`config.mk`:
```
export PLATFORM = sky130hd
export DESIGN_NAME = hamm_ctrl
export DESIGN_NICKNAME = d
export VERILOG_FILES = /design/src/rtl/hamm_pkg.sv /design/src/rtl/hamm_ctrl.sv
export SDC_FILE = /design/constraint.sdc
export NUM_CORES = 1
export LEC_CHECK = 0
export BUFFER_PORTS_ARGS = -buffer_cell sky130_fd_sc_hd__buf_4
export CAP_MARGIN = 20
export CORE_AREA = 2 2 39 41
export CTS_CLUSTER_DIAMETER = 60
export DETAILED_ROUTE_END_ITERATION = 10
export DIE_AREA = 0 0 41 43
export GPL_TIMING_DRIVEN = 1
export SETUP_SLACK_MARGIN = 0.5
export SKIP_CTS_REPAIR_TIMING = 1
export SYNTH_ARGS = -nofsm -noshare
export SYNTH_HDL_FRONTEND = slang
export SYNTH_SLANG_ARGS = --single-unit
```
`constraint.sdc`:
```
create_clock -name clk -period 1.3 [get_ports clk]
set_input_delay 0.13 -clock clk [delete_from_list [all_inputs] [get_ports clk]]
set_output_delay 0.13 -clock clk [all_outputs]
set_load 0.005 [all_outputs]
```
`src/rtl/hamm_pkg.sv`:
```
// Shared types and constants for the nth Hamming number unit.
// Used by hamm_ctrl, hamm_dp and nth_hamming_number_unit; depends on nothing.
`timescale 1ns / 1ps

package hamm_pkg;

  // Default table depth (largest index that may be requested)
  localparam int MAX_N_DEF = 1024;
  // Width of the requested index field
  localparam int IDX_W = 14;
  // Width of a Hamming value (table entry, candidate, result)
  localparam int VAL_W = 63;

  // Controller states
  typedef enum logic [3:0] {
    ST_IDLE,
    ST_CHECK,
    ST_MIN,
    ST_WRITE,
    ST_RD_TWO,
    ST_RD_THREE,
    ST_RD_FIVE,
    ST_CAP_FIVE,
    ST_FINISH
  } hamm_state_t;

  // Commands from the controller to the datapath
  typedef struct packed {
    logic start;      // capture index, seed table and pointers
    logic take_min;   // register the smallest candidate
    logic write_step; // append the minimum, advance matching pointers
    logic rd_two;     // read table at pointer_two
    logic rd_three;   // read table at pointer_three, capture candidate_two
    logic rd_five;    // read table at pointer_five, capture candidate_three
    logic cap_five;   // capture candidate_five
    logic load_out;   // load the result register
  } hamm_cmd_t;

  // Status from the datapath to the controller
  typedef struct packed {
    logic err;  // index is zero or above MAX_N
    logic one;  // index is one, no generation needed
    logic last; // the entry being written is the requested one
  } hamm_status_t;

endpackage

```
`src/rtl/hamm_ctrl.sv`:
```
// Controller state machine for the nth Hamming number unit.
// Depends on hamm_pkg; drives hamm_dp through hamm_cmd_t commands.
`timescale 1ns / 1ps

module hamm_ctrl (
  input  logic                  clk,
  input  logic                  rst,
  input  logic                  req_valid,
  output logic                  req_ready,
  output logic                  rsp_valid,
  input  logic                  rsp_ready,
  input  hamm_pkg::hamm_status_t status,
  output hamm_pkg::hamm_cmd_t   cmd
);

  hamm_pkg::hamm_state_t state;
  hamm_pkg::hamm_state_t state_next;
  logic                  slot_free;

  // Result register can take a new item when empty or being drained
  assign slot_free = !rsp_valid || rsp_ready;

  // State register
  always_ff @(posedge clk) begin
    if (rst) begin
      state <= hamm_pkg::ST_IDLE;
    end else begin
      state <= state_next;
    end
  end

  // Next state
  always_comb begin
    state_next = state;
    case (state)
      hamm_pkg::ST_IDLE: begin
        if (req_valid) state_next = hamm_pkg::ST_CHECK;
      end
      hamm_pkg::ST_CHECK: begin
        if (status.err || status.one) state_next = hamm_pkg::ST_FINISH;
        else                          state_next = hamm_pkg::ST_MIN;
      end
      hamm_pkg::ST_MIN:       state_next = hamm_pkg::ST_WRITE;
      hamm_pkg::ST_WRITE: begin
        if (status.last) state_next = hamm_pkg::ST_FINISH;
        else             state_next = hamm_pkg::ST_RD_TWO;
      end
      hamm_pkg::ST_RD_TWO:    state_next = hamm_pkg::ST_RD_THREE;
      hamm_pkg::ST_RD_THREE:  state_next = hamm_pkg::ST_RD_FIVE;
      hamm_pkg::ST_RD_FIVE:   state_next = hamm_pkg::ST_CAP_FIVE;
      hamm_pkg::ST_CAP_FIVE:  state_next = hamm_pkg::ST_MIN;
      hamm_pkg::ST_FINISH: begin
        if (slot_free) state_next = hamm_pkg::ST_IDLE;
      end
      default:                state_next = hamm_pkg::ST_IDLE;
    endcase
  end

  // Outputs and datapath commands
  always_comb begin
    cmd       = '0;
    req_ready = 1'b0;
    case (state)
      hamm_pkg::ST_IDLE: begin
        req_ready = 1'b1;
        cmd.start = req_valid;
      end
      hamm_pkg::ST_MIN:      cmd.take_min   = 1'b1;
      hamm_pkg::ST_WRITE:    cmd.write_step = 1'b1;
      hamm_pkg::ST_RD_TWO:   cmd.rd_two     = 1'b1;
      hamm_pkg::ST_RD_THREE: cmd.rd_three   = 1'b1;
      hamm_pkg::ST_RD_FIVE:  cmd.rd_five    = 1'b1;
      hamm_pkg::ST_CAP_FIVE: cmd.cap_five   = 1'b1;
      hamm_pkg::ST_FINISH:   cmd.load_out   = slot_free;
      default: begin
        cmd       = '0;
        req_ready = 1'b0;
      end
    endcase
  end

  // Result valid: set on load, drop once taken
  always_ff @(posedge clk) begin
    if (rst) begin
      rsp_valid <= 1'b0;
    end else if (cmd.load_out) begin
      rsp_valid <= 1'b1;
    end else if (rsp_ready) begin
      rsp_valid <= 1'b0;
    end
  end

  // A result is never dropped before it is taken
  assert property (@(posedge clk) disable iff (rst)
    $fell(rsp_valid) |-> $past(rsp_ready))
    else $error("result dropped without handshake");

  // Leaving the finish state always presents a result
  assert property (@(posedge clk) disable iff (rst)
    (state == hamm_pkg::ST_FINISH && slot_free) |=> rsp_valid)
    else $error("finished item not presented");

endmodule

```
-- Word level (Yosys, flattened, before mapping)
Cells that the tools add are included.
- input bits: 7
- register bits after elaboration: 5
- logic and storage cells: 34
- reductions and logical operators: 6
- mux-type cells: 16
- eq/ne operators: 10
- operators with widths (kind ; number):
    $pmux W4 S9 ; 1
    $eq A4 B3 Y1 const B ; 4
    $mux W4 ; 4
    $mux W1 ; 11
    $eq A4 B2 Y1 const B ; 2
    $eq A4 B1 Y1 const B ; 1
    $eq A4 B4 Y1 const B ; 1
    $logic_not A4 Y1 ; 1
    $ne A2 B2 Y1 const B ; 2
    $logic_or A1 B1 Y1 ; 2
    $reduce_and A2 Y1 ; 1
    $reduce_bool A2 Y1 ; 1
    $logic_not A1 Y1 ; 1

-- Depth between registers and ports, before layout
- depth in word-level cells: 4
- gate-level depth with buffers: 4

-- Worst setup path after synthesis
Ideal clock, no wire load.
- kind: register to output
- from: register state[0]
- to: output port cmd[7] in the netlist's numbering
- arrival: 0.924 ns
- slack: 0.246 ns
- buffers on the path: 1
- cell stages (with the launch flop): 4
- data required time: 1.170 ns
- cells stage by stage: dfxtp_1 -> buf_2 -> nor4_4 -> and2_1
- RTL lines (item ; line ; source):
    from (decl) ; hamm_ctrl.sv:16 ; hamm_pkg::hamm_state_t state;
    from (signal assigned) ; hamm_ctrl.sv:26 ; state <= hamm_pkg::ST_IDLE;
    from (signal assigned) ; hamm_ctrl.sv:28 ; state <= state_next;
    to (decl) ; hamm_ctrl.sv:13 ; output hamm_pkg::hamm_cmd_t cmd

==> impl_metrics.tcl <==
set metrics [dict create \
    sw_frac_of_total_pct 29.80 \
    hold_ws_ns 0.08910 \
    place_area_um2 437.9 \
    fmax_mhz 765.9 \
    place_inst 65 \
    drcViolationCount 0 \
    drive_gt1_share_pct 68.97 \
    relSlewSlack_pct 83.63 \
    async_flop_share_pct 0 \
    overflow 0 \
    cts_root_buf "clkbuf_4" \
    p_leak_nw 0.2466 \
    setup_violations 1 \
    wire_per_inst_um 10.19 \
    worstMarginPinSlew_ns 0.2438 \
    dp_hpwl_um 487.6 \
    num_vias 338 \
    drt_iter0_markers 2 \
    die-area_mm2 0.001763 \
    cts_sinks 5 \
    clock_latency_ns 0.24 \
    status "finished with violations" \
    crit_path_start_kind "flop" \
    rsz0062_at_grt "yes" \
    fin_crit_ns 1.306 \
    grt_pass1_vias 269 \
    combPwrFrac_pct 37.4 \
    p_switching_w 0.0001857 \
    grt_antenna_before_repair 0 \
    violations "setup timing" \
    ios 17 \
    vdd_drop_max_mv 0.4983 \
    clockPowerShare_pct 29.9 \
    final_common_cell "buf_4" \
    area_delta_synth_final_pct 94.44 \
    finalClockSkew_ns 0.001155 \
    cp.required_ns 1.17 \
    fill_cells 141 \
    vias_per_cell 4.568 \
    synth.avg_cell_area_um2 8.611 \
    busiest_layer "met2" \
    critPathMaxFanout 5 \
    power.density_mw_per_mm2 1095 \
    gp_routability_congestion 0.7830 \
    maxCapViolations 0 \
    cts_tree "yes" \
    yosysSeqAreaShare_pct 34.19 \
    core_area_mm2 0.001384 \
    grtUsageTotal_pct 8.862 \
    setup_ws_ns -0.005735 \
    fin_cells 74 \
    layout_common_cells "18 x buf_4, 5 x nor2_1, 4 x dfxtp_4" \
    sequentialPowerShare_pct 32.8 \
    holdCritPathClass "in -> reg" \
    wirelength_um 754 \
    end_kind "output port" \
    ys_warn_count 0 \
    drtPass1Iterations 2 \
    io_buffers 16 \
    synth_cells 34 \
    stdcell_area_um2 569.3 \
    diodes 0 \
    ys_ff_latch 5 \
    internal_power_w 0.0004374 \
    nNetsFinal 66 \
    gr-usage-met1_pct 10.06 \
    synth_nets 41 \
    die_x_um 41 \
    hold_viol 0 \
    fin_crit_sh_pct 100.4 \
    drv_slew 0 \
    cp.arrival_ns 1.18 \
    grt_max_degree 10 \
    crit_type "reg -> out" \
    rows 14 \
    grtUsageMet2_pct 12.19 \
    sequential_cell_area_um2 116.4 \
    clk_pin_slew_ns 0.05 \
    synth_edf_count 0 \
    h-tree-depth 1 \
    grt_use_met3_pct 4.712 \
    grt_pass1_wl_um 1028 \
    synth_top_flop_cell "dfxtp_1" \
    multiInputGateArea_um2 230.2 \
    initial_core_util_pct 21.16 \
    die_h_um 43 \
    cts_made_buffers 3 \
    yosysUniqueCellTypes 20 \
    clk_path_buf_depth 2 \
    ant_nets 0 \
    syn-cell-area_um2 292.8 \
]
[stage by stage]
stage               setup TNS [ns]  power (W)  utilization (%)  setup slack [ns]
floorplan                        0  0.0002898                -            0.3268
global placement                 0  0.0003467            31.65            0.2369
detailed placement               0  0.0003469            31.65            0.2221
CTS                       -0.04360  0.0005359            33.54          -0.04360
global route              -0.05899  0.0006605            41.14          -0.05899
finish                   -0.005735  0.0006231            41.14         -0.005735
[metal layers]
metal / vias to the layer above / part of all wire [%]
met1: 152 / 40
li1: 173 / -
met3: 4 / 6.0
met5: - / 0
met4: 0 / 3.2
met2: 9 / 51
[critical path, cell delays in order, from the launching register on]
cell and delay [ns]:
dfxtp_4 0.36, nor4_4 0.31, and2_4 0.18, buf_6 0.08
[worst paths after layout]
check | startpoint | end | slack, ns | cells after the start
hold / removal | rst | rsp_valid | 0.09 | 2
setup / recovery | state[0] | cmd[7] | -0.006 | 3
hold reg to reg | state[3] | state[0] | 0.48 | 1
setup reg to reg | state[0] | state[1] | 0.16 | 5
[power groups by stage]
stage | clock network, W | registers (W) | logic [W]
floorplan | 0 | 0.000194 | 0.0000956
global placement | 0 | 0.000210 | 0.000136
detailed placement | 0 | 0.000211 | 0.000136
CTS | 0.000191 | 0.000208 | 0.000137
global route | 0.000200 | 0.000206 | 0.000254
finish | 0.000186 | 0.000204 | 0.000233
[Yosys cell counts, types with 4 or more instances]
master / count / area (um2)
nor2_1: 5 / 18.77
dfxtp_1: 5 / 100.1
nand2b_1: 4 / 25.02
nor3_1: 4 / 20.02
[sequential cells by signal, indices dropped and copies added, names as in the netlist]
register,flops
rsp_valid,1
state,4
[kinds of logic (layout without fill, tap and decap cells)]
logic type / count (synthesis) / in the layout / share of synthesized area [%]
flip-flops: 5 / 5 / 34.19
buffers and inverters: 3 / 27 / 4.269
AO/OA/AOI/OAI: 6 / 6 / 18.80
AND/OR/NAND/NOR: 20 / 20 / 42.74
[cell type report]
type                    count  area share (%)
inverters                   2           1.319
flip-flops and latches      5           20.44
repair buffers             21           29.67
multi-input cells          26           40.44
well taps                  16           3.516
clock buffers               4           4.615
No activity file was read; power rests on OpenSTA's default activity.
